[src/ps2kt_pkg.sv]
// Shared types, constants and the set-1 to set-2 scan code table.
package ps2kt_pkg;

  localparam int QUEUE_DEPTH_DEF = 32;
  localparam int ITEM_FIFO_DEPTH = 2;

  localparam logic [7:0]  BREAK_PREFIX   = 8'hF0;
  localparam logic [15:0] INTERVAL_RESET = 16'd1000;

  localparam logic CMD_KEY  = 1'b0;
  localparam logic CMD_TICK = 1'b1;

  // Frame bit positions
  localparam logic [3:0] POS_START      = 4'd0;
  localparam logic [3:0] POS_DATA_FIRST = 4'd1;
  localparam logic [3:0] POS_DATA_LAST  = 4'd8;
  localparam logic [3:0] POS_PARITY     = 4'd9;
  localparam logic [3:0] POS_STOP       = 4'd10;

  // Register byte address bit that selects the register word
  localparam logic REG_BIT_INTERVAL = 1'b0;

  typedef struct packed {
    logic        is_tick;
    logic        key_down;
    logic [7:0]  code;
    logic [31:0] cycle;
  } item_t;

  typedef struct packed {
    logic       prefix;
    logic [7:0] code;
  } entry_t;

  function automatic logic [7:0] set2_of_set1(input logic [7:0] c);
    logic [7:0] r;
    unique case (c)
      8'h01: r = 8'h76;  8'h02: r = 8'h16;  8'h03: r = 8'h1E;  8'h04: r = 8'h26;
      8'h05: r = 8'h25;  8'h06: r = 8'h2E;  8'h07: r = 8'h36;  8'h08: r = 8'h3D;
      8'h09: r = 8'h3E;  8'h0A: r = 8'h46;  8'h0B: r = 8'h45;  8'h0C: r = 8'h4E;
      8'h0D: r = 8'h55;  8'h0E: r = 8'h66;  8'h0F: r = 8'h0D;  8'h10: r = 8'h15;
      8'h11: r = 8'h1D;  8'h12: r = 8'h24;  8'h13: r = 8'h2D;  8'h14: r = 8'h2C;
      8'h15: r = 8'h35;  8'h16: r = 8'h3C;  8'h17: r = 8'h43;  8'h18: r = 8'h44;
      8'h19: r = 8'h4D;  8'h1A: r = 8'h54;  8'h1B: r = 8'h5B;  8'h1C: r = 8'h5A;
      8'h1D: r = 8'h14;  8'h1E: r = 8'h1C;  8'h1F: r = 8'h1B;  8'h20: r = 8'h23;
      8'h21: r = 8'h2B;  8'h22: r = 8'h34;  8'h23: r = 8'h33;  8'h24: r = 8'h3B;
      8'h25: r = 8'h42;  8'h26: r = 8'h4B;  8'h27: r = 8'h4C;  8'h28: r = 8'h52;
      8'h29: r = 8'h0E;  8'h2A: r = 8'h12;  8'h2B: r = 8'h5D;  8'h2C: r = 8'h1A;
      8'h2D: r = 8'h22;  8'h2E: r = 8'h21;  8'h2F: r = 8'h2A;  8'h30: r = 8'h32;
      8'h31: r = 8'h31;  8'h32: r = 8'h3A;  8'h33: r = 8'h41;  8'h34: r = 8'h49;
      8'h35: r = 8'h4A;  8'h36: r = 8'h59;  8'h37: r = 8'h7C;  8'h38: r = 8'h11;
      8'h39: r = 8'h29;  8'h3A: r = 8'h58;  8'h3B: r = 8'h05;  8'h3C: r = 8'h06;
      8'h3D: r = 8'h04;  8'h3E: r = 8'h0C;  8'h3F: r = 8'h03;  8'h40: r = 8'h0B;
      8'h41: r = 8'h83;  8'h42: r = 8'h0A;  8'h43: r = 8'h01;  8'h44: r = 8'h09;
      8'h45: r = 8'h77;  8'h46: r = 8'h7E;  8'h47: r = 8'h6C;  8'h48: r = 8'h75;
      8'h49: r = 8'h7D;  8'h4A: r = 8'h7B;  8'h4B: r = 8'h6B;  8'h4C: r = 8'h73;
      8'h4D: r = 8'h74;  8'h4E: r = 8'h79;  8'h4F: r = 8'h69;  8'h50: r = 8'h72;
      8'h51: r = 8'h7A;  8'h52: r = 8'h70;  8'h53: r = 8'h71;  8'h57: r = 8'h78;
      8'h58: r = 8'h07;
      default: r = 8'h00;
    endcase
    return r;
  endfunction

endpackage

[src/ps2kt_ram.sv]
// Generic single-write, single-read RAM with registered read data.
module ps2kt_ram #(
  parameter int WIDTH = 8,
  parameter int DEPTH = 32
) (
  input  logic                     clk,
  input  logic                     we,
  input  logic [$clog2(DEPTH)-1:0] waddr,
  input  logic [WIDTH-1:0]         wdata,
  input  logic [$clog2(DEPTH)-1:0] raddr,
  output logic [WIDTH-1:0]         rdata
);

  logic [WIDTH-1:0] mem [DEPTH];

  always_ff @(posedge clk) begin
    if (we) begin
      mem[waddr] <= wdata;
    end
    rdata <= mem[raddr];
  end

endmodule

[src/ps2kt_front.sv]
// Front end: classifies requests and maps key codes from set 1 to set 2.
module ps2kt_front import ps2kt_pkg::*; (
  input  logic        command,
  input  logic        key_down,
  input  logic [7:0]  scan_code,
  input  logic [31:0] cycle_count,
  output item_t       item
);

  always_comb begin
    item.is_tick  = (command == CMD_TICK);
    item.key_down = key_down;
    item.code     = (command == CMD_KEY) ? set2_of_set1(scan_code) : 8'h00;
    item.cycle    = cycle_count;
  end

endmodule

[src/ps2kt_item_fifo.sv]
// Short queue of classified requests between the front and back ends.
module ps2kt_item_fifo import ps2kt_pkg::*; #(
  parameter int DEPTH = ITEM_FIFO_DEPTH
) (
  input  logic  clk,
  input  logic  rst,
  input  logic  push,
  input  item_t push_item,
  output logic  full,
  input  logic  pop,
  output item_t pop_item,
  output logic  empty
);

  localparam int PTR_W = (DEPTH > 1) ? $clog2(DEPTH) : 1;
  localparam int CNT_W = $clog2(DEPTH + 1);

  item_t             slots [DEPTH];
  logic [PTR_W-1:0]  wr_ptr;
  logic [PTR_W-1:0]  rd_ptr;
  logic [CNT_W-1:0]  count;

  function automatic logic [PTR_W-1:0] ptr_inc(input logic [PTR_W-1:0] p);
    return (p == PTR_W'(DEPTH - 1)) ? '0 : p + 1'b1;
  endfunction

  assign full     = (count == CNT_W'(DEPTH));
  assign empty    = (count == '0);
  assign pop_item = slots[rd_ptr];

  always_ff @(posedge clk) begin
    if (push) begin
      slots[wr_ptr] <= push_item;
    end
  end

  always_ff @(posedge clk) begin
    if (rst) begin
      wr_ptr <= '0;
      rd_ptr <= '0;
      count  <= '0;
    end else begin
      if (push) begin
        wr_ptr <= ptr_inc(wr_ptr);
      end
      if (pop) begin
        rd_ptr <= ptr_inc(rd_ptr);
      end
      if (push && !pop) begin
        count <= count + 1'b1;
      end else if (pop && !push) begin
        count <= count - 1'b1;
      end
    end
  end

endmodule

[src/ps2kt_back.sv]
// Back end: code queue, frame serializer, tick timing and result register.
module ps2kt_back import ps2kt_pkg::*; #(
  parameter int QueueDepth = QUEUE_DEPTH_DEF
) (
  input  logic        clk,
  input  logic        rst,
  input  logic [15:0] bit_interval,
  input  logic        item_valid,
  input  item_t       item,
  output logic        item_pop,
  output logic        out_valid,
  input  logic        out_stall,
  output logic        bit_valid,
  output logic        data_bit,
  output logic        key_accepted
);

  localparam int PTR_W = $clog2(QueueDepth);
  localparam int CNT_W = $clog2(QueueDepth + 1);

  logic [PTR_W-1:0] head, head_next;
  logic [PTR_W-1:0] tail, tail_next;
  logic [CNT_W-1:0] code_count, code_count_next;
  logic [3:0]       bit_position, bit_position_next;
  logic             second_code, second_code_next;
  logic [31:0]      last_cycle, last_cycle_next;
  logic             drive_phase, drive_phase_next;
  logic             byp_valid;
  entry_t           byp_data;

  logic             ram_we;
  entry_t           ram_wdata;
  entry_t           ram_rdata;
  entry_t           head_entry;
  logic [7:0]       frame_code;
  logic             frame_bit;
  logic [1:0]       need;
  logic             fits;
  logic [31:0]      diff;
  logic             due;
  logic             take;
  logic             res_valid, res_data, res_acc;

  function automatic logic [PTR_W-1:0] ptr_inc(input logic [PTR_W-1:0] p);
    return (p == PTR_W'(QueueDepth - 1)) ? '0 : p + 1'b1;
  endfunction

  ps2kt_ram #(
    .WIDTH($bits(entry_t)),
    .DEPTH(QueueDepth)
  ) u_code_ram (
    .clk  (clk),
    .we   (ram_we),
    .waddr(tail),
    .wdata(ram_wdata),
    .raddr(head_next),
    .rdata(ram_rdata)
  );

  always_comb begin
    take       = item_valid && (!out_valid || !out_stall);
    item_pop   = take;
    head_entry = byp_valid ? byp_data : ram_rdata;
    frame_code = (head_entry.prefix && !second_code) ? BREAK_PREFIX : head_entry.code;

    case (bit_position) inside
      POS_START:                      frame_bit = 1'b0;
      [POS_DATA_FIRST:POS_DATA_LAST]: frame_bit = frame_code[3'(bit_position - 4'd1)];
      POS_PARITY:                     frame_bit = ~^frame_code;
      default:                        frame_bit = 1'b1;
    endcase

    need = item.key_down ? 2'd1 : 2'd2;
    fits = ({1'b0, code_count} + (CNT_W + 1)'(need)) <= (CNT_W + 1)'(QueueDepth);
    diff = item.cycle - last_cycle;
    due  = diff > {16'b0, bit_interval};

    head_next         = head;
    tail_next         = tail;
    code_count_next   = code_count;
    bit_position_next = bit_position;
    second_code_next  = second_code;
    last_cycle_next   = last_cycle;
    drive_phase_next  = drive_phase;
    ram_we            = 1'b0;
    ram_wdata.prefix  = ~item.key_down;
    ram_wdata.code    = item.code;
    res_valid         = 1'b0;
    res_data          = 1'b0;
    res_acc           = 1'b0;

    if (take) begin
      if (!item.is_tick) begin
        if (fits) begin
          ram_we          = 1'b1;
          tail_next       = ptr_inc(tail);
          code_count_next = code_count + CNT_W'(need);
          res_acc         = 1'b1;
        end
      end else if (!(code_count == '0 && drive_phase)) begin
        if (due) begin
          last_cycle_next  = item.cycle;
          drive_phase_next = ~drive_phase;
          if (drive_phase) begin
            res_valid = 1'b1;
            res_data  = frame_bit;
            if (bit_position >= POS_STOP) begin
              // Frame done: drop one code; a prefixed entry stays for its code frame
              bit_position_next = POS_START;
              code_count_next   = code_count - 1'b1;
              if (head_entry.prefix && !second_code) begin
                second_code_next = 1'b1;
              end else begin
                second_code_next = 1'b0;
                head_next        = ptr_inc(head);
              end
            end else begin
              bit_position_next = bit_position + 4'd1;
            end
          end
        end
      end
    end
  end

  always_ff @(posedge clk) begin
    if (rst) begin
      head         <= '0;
      tail         <= '0;
      code_count   <= '0;
      bit_position <= POS_START;
      second_code  <= 1'b0;
      last_cycle   <= '0;
      drive_phase  <= 1'b1;
      byp_valid    <= 1'b0;
    end else begin
      head         <= head_next;
      tail         <= tail_next;
      code_count   <= code_count_next;
      bit_position <= bit_position_next;
      second_code  <= second_code_next;
      last_cycle   <= last_cycle_next;
      drive_phase  <= drive_phase_next;
      // Forward a write that lands on the address being read
      byp_valid    <= ram_we && (tail == head_next);
    end
  end

  always_ff @(posedge clk) begin
    byp_data <= ram_wdata;
  end

  always_ff @(posedge clk) begin
    if (rst) begin
      out_valid <= 1'b0;
    end else if (!out_valid || !out_stall) begin
      out_valid <= take;
    end
  end

  always_ff @(posedge clk) begin
    if (take) begin
      bit_valid    <= res_valid;
      data_bit     <= res_data;
      key_accepted <= res_acc;
    end
  end

endmodule

[src/ps2_keyboard_frame_transmitter.sv]
// Top level of the PS/2 keyboard frame transmitter.
// Takes one request per clock while in_stall is low and returns exactly one result per
// request, in order, via the request queue and result register. Key events are mapped
// from set 1 to set 2 and stored in a code queue of QueueDepth entries (a release
// stores the code with an 0xF0 prefix and counts as two codes; an event that does
// not fit is dropped whole). Tick requests carry a cycle count; once the wrapped
// difference to the last due tick exceeds bit_interval (register at byte
// address 0, reset 1000) the phase toggles, and on the drive phase one bit of the
// 11-bit frame (start, eight data bits LSB first, odd parity, stop) comes out.
// A two-entry request queue sits between the classifying front end and the back
// end; while out_stall holds a waiting result, the back end takes no new request.
module ps2_keyboard_frame_transmitter import ps2kt_pkg::*; #(
  parameter int QueueDepth = QUEUE_DEPTH_DEF
) (
  input  logic        clk,
  input  logic        rst,
  input  logic        in_valid,
  output logic        in_stall,
  input  logic        command,
  input  logic        key_down,
  input  logic [7:0]  scan_code,
  input  logic [31:0] cycle_count,
  output logic        out_valid,
  input  logic        out_stall,
  output logic        bit_valid,
  output logic        data_bit,
  output logic        key_accepted,
  input  logic        psel,
  input  logic        penable,
  input  logic        pwrite,
  input  logic [2:0]  paddr,
  input  logic [31:0] pwdata,
  output logic [31:0] prdata,
  output logic        pready
);

  logic [15:0] bit_interval;
  item_t       front_item;
  item_t       back_item;
  logic        fifo_full;
  logic        fifo_empty;
  logic        item_pop;

  assign pready = 1'b1;
  assign prdata = (paddr[2] == REG_BIT_INTERVAL) ? {16'b0, bit_interval} : 32'b0;

  always_ff @(posedge clk) begin
    if (rst) begin
      bit_interval <= INTERVAL_RESET;
    end else if (psel && penable && pwrite && pready && paddr[2] == REG_BIT_INTERVAL) begin
      bit_interval <= pwdata[15:0];
    end
  end

  assign in_stall = fifo_full;

  ps2kt_front u_front (
    .command    (command),
    .key_down   (key_down),
    .scan_code  (scan_code),
    .cycle_count(cycle_count),
    .item       (front_item)
  );

  ps2kt_item_fifo #(
    .DEPTH(ITEM_FIFO_DEPTH)
  ) u_item_fifo (
    .clk      (clk),
    .rst      (rst),
    .push     (in_valid && !fifo_full),
    .push_item(front_item),
    .full     (fifo_full),
    .pop      (item_pop),
    .pop_item (back_item),
    .empty    (fifo_empty)
  );

  ps2kt_back #(
    .QueueDepth(QueueDepth)
  ) u_back (
    .clk         (clk),
    .rst         (rst),
    .bit_interval(bit_interval),
    .item_valid  (!fifo_empty),
    .item        (back_item),
    .item_pop    (item_pop),
    .out_valid   (out_valid),
    .out_stall   (out_stall),
    .bit_valid   (bit_valid),
    .data_bit    (data_bit),
    .key_accepted(key_accepted)
  );

endmodule
[config.mk]
export PLATFORM = sky130hd
export DESIGN_NAME = ps2_keyboard_frame_transmitter
export DESIGN_NICKNAME = d
export VERILOG_FILES = /design/src/ps2kt_pkg.sv /design/src/ps2kt_ram.sv /design/src/ps2kt_front.sv /design/src/ps2kt_item_fifo.sv /design/src/ps2kt_back.sv /design/src/ps2_keyboard_frame_transmitter.sv
export SDC_FILE = /design/constraint.sdc
export NUM_CORES = 1
export LEC_CHECK = 0
export BUFFER_PORTS_ARGS = -buffer_cell sky130_fd_sc_hd__buf_2
export CORE_MARGIN = 3
export CORE_UTILIZATION = 58
export CTS_BUF_LIST = sky130_fd_sc_hd__clkbuf_8
export DETAILED_ROUTE_END_ITERATION = 10
export PLACE_DENSITY = 0.83
export RECOVER_POWER = 100
export SKIP_LAST_GASP = 1
export SLEW_MARGIN = 25
export SYNTH_ARGS = -nofsm -noshare
export SYNTH_HDL_FRONTEND = slang
export SYNTH_SLANG_ARGS = --single-unit
[constraint.sdc]
create_clock -name clk -period 5.6 [get_ports clk]
set_input_delay 0 -clock clk [delete_from_list [all_inputs] [get_ports clk]]
set_output_delay 0 -clock clk [all_outputs]
set_load 0.005 [all_outputs]
; ---- Word level (Yosys, flattened, before mapping)
; Memories as Yosys holds them, arrays and structs flattened. A register that Yosys moved wholly into a read port is not among the register bits.
; Cells that the tools add are included.
[totals]
output_inout_bits = 38
ram_bits = 372
word_cells = 127
latchBits = 0
in_bits = 84
memories = 3
mem_bits_ro = 1024
reg_bits = 88
[op_classes]
n_reduce_logical = 32
order_cmp = 6
addsub = 12
multipliers = 0
n_shift = 0
bitwise = 6
muxes = 41
div_mod_pow = 0
n_eq_ne = 9
[mem_list]
columns = name, words, width, rd, rd_ports_with_merged_regs, wr, line_no
row1 = (name not given), 128, 8, 1, 0, 0, ps2kt_pkg.sv:37  ; unique case (c)
row2 = u_back.u_code_ram.mem, 32, 9, 1, 1, 1, ps2kt_ram.sv:14  ; logic [WIDTH-1:0] mem [DEPTH];
row3 = u_item_fifo.slots, 2, 42, 1, 1, 1, ps2kt_item_fifo.sv:18  ; item_t slots [DEPTH];
[op_table]
columns = operator, count
row1 = 5-bit 2-to-1 mux, 9
row2 = 6-bit 2-to-1 mux, 6
row3 = 32-bit by 16-bit greater-than comparator with 1-bit output, 1
row4 = 32-bit subtractor, 1
row5 = 8-bit 2-to-1 mux, 3
row6 = 1-bit 2-to-1 mux, 16
row7 = 16-bit 2-to-1 mux, 1
row8 = 6-bit AND reduction, 2
row9 = 1-bit logical AND, 11
row10 = "5-bit by 1-bit adder with 5-bit output, second input constant", 2
row11 = "5-bit equality test, second input constant", 2
row12 = 9-bit 2-to-1 mux, 1
row13 = "2-bit != test, second input constant", 4
row14 = 8-bit XNOR reduction, 1
row15 = 6-bit by 2-bit adder with 7-bit output, 1
row16 = "7-bit by 6-bit <= comparator with 1-bit output, second input constant", 1
row17 = 1-bit logical NOT, 7
row18 = 6-bit by 2-bit adder with 6-bit output, 1
row19 = 6-bit logical NOT, 1
row20 = 2-bit 2-to-1 mux, 3
row21 = 1-bit NOT, 6
row22 = "6-bit by 1-bit subtractor with 6-bit output, second input constant", 1
row23 = 5-bit equality test, 1
row24 = 5-bit AND reduction, 1
row25 = other kinds (21), 23

; ---- Depth between registers and ports, before layout
[logic_depth]
word_depth = 11
depth_mapped = 31
depth_no_buf = 24

; ---- Cells and area by module
; A second synthesis with hierarchy kept.
[unflattened]
cells_unflattened = 1657
hier_area_um2 = 22704.3
[by_module_without_submodules]
columns = module, cells_per_inst, seq_area_each_um2, area_per_inst_um2, n_inst
row1 = ps2kt_ram, 463, 8828.5, 11282.1, 1
row2 = ps2kt_back, 720, 1391.3, 5848.1, 1
row3 = ps2kt_item_fifo, 153, 2622.5, 3238.1, 1
row4 = ps2kt_front, 213, 0.0, 1368.8, 1
row5 = ps2_keyboard_frame_transmitter, 108, 320.3, 967.2, 1

; ---- Worst setup path before layout
; OpenSTA, ideal clock, no wires.
[synth_path]
path_kind = flip-flop to flip-flop
startpoint = register with a tool-made name
endpoint = register u_back.u_code_ram.rdata[7] (read register of u_back.u_code_ram.mem)
path_stages_with_launch = 29
path_slack_ps = -314
required_time_ps = 5475
period_less_slack_ps = 5914
setup_time_ps = 125
arrival_time_ps = 5790
n_path_buf = 5
cell_sequence = dfxtp_1 > clkbuf_1 > clkbuf_1 > mux2_2 > ha_1 > a21oi_1 > nand2_1 > o21ai_4 > nand2_1 > a31oi_1 > o21ai_0 > xor2_1 > ha_1 > a21o_1 > a21o_1 > a21oi_1 > nor2_1 > a2111oi_0 > nand4_1 > nor4_1 > and4_1 > buf_6 > o31ai_2 > and2_0 > clkbuf_1 > or4_1 > buf_2 > o2111ai_2 > nor4_2
[synth_lines]
columns = element, line_no
row1 = "end, declared", ps2kt_ram.sv:11  ; output logic [WIDTH-1:0] rdata

==> results.yml <==
run_status:
  status: "complete, but fails checks"
  violations: "max-capacitance violations, max-slew violations, negative setup slack"
clock_network:
  insertion_delay_ns: 0.68
  clock_sinks: 470
  numCtsBuffers: 76
  h-tree-depth: 3
  root_buffer: "clkbuf_8"
  cts_tree: "yes"
  cts_buffer_depth: 3
  clkTransAtPathRegs_ns: 0.07
power_and_ir_drop:
  p_sw_share_pct: 36.2
  ir_worst_vdd_mv: 0.325
  p_comb_share_pct: 39.3
  p_sw_mw: 4.43
  p_leak_nw: 10.4
  clkPwrFrac_pct: 23.5
  power_density_nw_per_um2: 421
  p_seq_share_pct: 37.2
  intPower_mw: 7.79
worst_setup_path:
  crit_buf_inv: 4
  cp-end-kind: "flop"
  cp_common_cell: "nand4_1"
  critPathTopFamily: "simple AND/OR/NAND/NOR gates"
  critical_path_required_ns: 6.16
  slowest_delay_ns: 0.43
  crit_type: "flop to flop"
  critPathMaxFanout: 7
  cp-start-kind: "flop"
  slowest_stage: "a2111o_1"
  critPathArrivalTime_ns: 6.44
drt:
  wl_per_cell_um: 24.4
  ant_nets: 0
  drc: 0
  avgViaCountPerCell: 6.63
  vias: 19400
  drt_iter0_drc: 2577
  routed_wl_um: 71300
  firstDrtPassIters: 6
sta:
  fmax_mhz: 170
  period_needed_ns: 5.87
  worst_slew_pin_slew_ns: 2.68
  finClkSkew_ns: 0.0622
  finalHoldViolCount: 0
  setup_slack_ns: -0.275
  post-route-period-util_pct: 105
  slew_viol_final: 187
  setup_viol: 10
  slew_headroom_pct: -78.8
  rsz0062_at_grt: "true"
placed_design:
  io_buffers: 86
  gp_congestion: 0.954
  pre_cts_slack_ns: -0.640
  hpwl_um: 41800
global_routing:
  grt_pass1_vias: 18900
  grt_use_met1_pct: 41.9
  use_met2_pct: 51.9
  grt_pass1_wl_um: 107000
  antenna_found_initial: 2
  use_met3_pct: 7.21
  overflow: 0
  track_usage_pct: 32.3
  grt_max_degree: 78
  top_usage_layer: "met2"
synthesis:
  syn_inst: 2012
  synthArstFlopShare_pct: 0
  synth_seq_cells: 470
  ys_types: 92
  syn-cell-area_um2: 23300
  ys_warn_count: 0
  synth_edf_count: 375
  synthFlopType: "edfxtp_1"
  avgSynthCellArea_um2: 11.6
  synth_seq_area_share_pct: 56.4
layout:
  drive_gt1_share_pct: 25.7
  area_growth_pct: 24.4
  nFillCells: 2312
  post-route-util_pct: 74.1
  nets: 2507
floorplanning:
  die_area_um2: 42700
  die_h_um: 207
  dieWidth_um: 207
  pin_count: 122
  start_util_pct: 59.6
  row_count: 72
  core_area_um2: 39200
hold_path:
  hp-class: "input pin to flop"
job:
  cap_violations: 5
==> timing repair <==
action / in CTS / in global routing
gates resized for setup: 148 / 48
endpoints found under the setup margin: 10 / 33
endpoints found under the hold margin: 103 / 0
hold buffers: 55 / 0
pin swaps: 57 / 24
gates cloned: 5 / 2
buffers inserted: 24 / 4
==> final cells by class <==
class                   count  area, um2  share of cell area (%)
diodes                      3       7.51                  0.0258
clock buffers              82       1130                    3.88
clock inverters            58        310                    1.07
inverters                  76        285                   0.982
multi-input cells        1328      10300                    35.3
flip-flops and latches    470      13200                    45.3
well taps                 518        648                    2.23
repair buffers            391       3250                    11.2
==> through the flow <==
stage | hold slack, ns | setup TNS, ns | total power [mW] | area, um2 | cells
2_1_floorplan | 0.0989 | 0 | 7.33 | 23400 | 2027
3_3_place_gp | 0.187 | -3.20 | 8.70 | 25700 | 2694
3_5_place_dp | 0.191 | -5.50 | 8.88 | 25700 | 2694
4_1_cts | 0.0165 | -1.16 | 11.9 | 28800 | 2917
5_1_grt | 0.0670 | -3.69 | 12.8 | 29100 | 2925
6_report | 0.0561 | -1.96 | 12.2 | 29100 | 2926
==> cell usage after synthesis, types with 5 or more instances <==
library cell  count  share of area (%)
edfxtp_1        375                 48
nor2_1          192                3.1
a21oi_1         134                2.9
dfxtp_1          95                8.1
nand2_1          95                1.5
o21ai_0          78                1.7
ha_1             77                4.1
inv_1            75                1.2
o2111ai_1        71                2.7
clkbuf_1         69                1.1
mux2_2           65                3.1
nor3_1           58                1.2
mux2i_1          57                2.4
nand3_1          50                1.1
nand4_1          44                1.2
buf_2            43               0.92
a2111oi_0        33                1.2
a21o_1           32                1.0
xnor2_1          32                1.2
or3_1            25               0.67
buf_4            24               0.77
nor4_1           18               0.48
xor2_1           18               0.68
and3_1           17               0.46
a31oi_1          15               0.40
a211oi_1         13               0.42
nand4b_1         12               0.45
buf_1            11               0.18
a211o_1          10               0.38
nor2b_1          10               0.27
a2111o_1          9               0.43
nand2b_1          9               0.24
a221oi_1          8               0.30
o211ai_1          8               0.26
and2_1            7               0.19
o21ai_1           7               0.15
a21oi_2           6               0.23
buf_6             6               0.29
o311ai_0          6               0.23
mux4_2            5               0.48
nand3b_1          5               0.16
==> worst register-to-register path: stages, from the launching register on <==
cell and delay, ns:
dfxtp_4 0.41, buf_12 0.16, mux2i_4 0.28, ha_4 0.18, fa_2 0.23, nor2b_4 0.06
o31ai_4 0.23, nand2_1 0.11, or2_4 0.26, a21oi_2 0.13, xnor2_1 0.14, ha_1 0.25
nand4_1 0.19, nor3_1 0.08, a311o_1 0.29, a2111oi_2 0.34, nand4_1 0.19, nor4_4 0.23
nand4_1 0.21, buf_6 0.21, and2_4 0.17, o211ai_4 0.30, buf_6 0.18, a2111oi_1 0.05
buf_4 0.14, a2111o_1 0.44, nor4_1 0.31
==> routing by layer <==
metal	share of wire (%)	vias to the layer above
met5	0	-
met4	5.6	0
met3	11	360
met2	47	1474
met1	36	9216
li1	-	8343
==> worst paths after layout <==
path,startpoint,endpoint,slack [ns],cells after the start
min,rst,u_item_fifo.count[0],0.06,3
min reg2reg,bit_interval[2],bit_interval[2],0.46,2
max,flop,u_back.u_code_ram.rdata[5],-0.27,26
max reg2reg,flop,u_back.u_code_ram.rdata[5],-0.27,26
==> cells in the final DEF, fill, tap and decap left out, types with 14 or more instances in the layout <==
cell type and count:
conb_1 17, or3_1 25, dlygate4sd3_1 55, nand2_1 90, buf_6 18, xor2_1 18, buf_4 202, nand4_1 44
dfxtp_1 94, a21oi_1 128, a2111oi_0 16, nor3_1 51, clkinv_1 17, inv_1 96, buf_12 23, o2111ai_1 22
mux2_2 54, o2111ai_2 35, o21ai_0 77, nand3_1 50, a21o_1 32, ha_1 69, buf_2 38, clkbuf_1 42
mux2i_1 54, edfxtp_1 375, and3_1 14, clkbuf_8 82, nor2_1 186, xnor2_1 31, o2111ai_4 15
==> power by group through the flow <==
| stage | Combinational [mW] | Clock (mW) | Sequential, mW |
|---|---|---|---|
| 2_1_floorplan | 2.83 | 0 | 4.50 |
| 3_3_place_gp | 4.14 | 0 | 4.56 |
| 3_5_place_dp | 4.29 | 0 | 4.58 |
| 4_1_cts | 4.58 | 2.85 | 4.52 |
| 5_1_grt | 5.19 | 3.02 | 4.58 |
| 6_report | 4.80 | 2.87 | 4.55 |
==> registers in the layout (all words and copies together), names as in the netlist, 2 cells and up, named ones only <==
name,count
u_item_fifo.count,2
u_back.byp_data,9
u_back.tail,5
u_back.code_count,6
u_back.u_code_ram.mem,288
bit_interval,16
u_item_fifo.slots,84
u_back.u_code_ram.rdata,9
u_back.last_cycle,32
u_back.bit_position,4
u_back.head,5
==> logic make-up after synthesis <==
logic type	synth area share, %
AND/OR/NAND/NOR	11.9
AO/OA/AOI/OAI	14.9
flip-flops	56.4
buffers and inverters	4.53
multiplexers	6.06
adder cells (fa/ha/maj)	4.38
XOR/XNOR	1.88
other	0.0322
No activity file was read; power rests on OpenSTA's default activity.
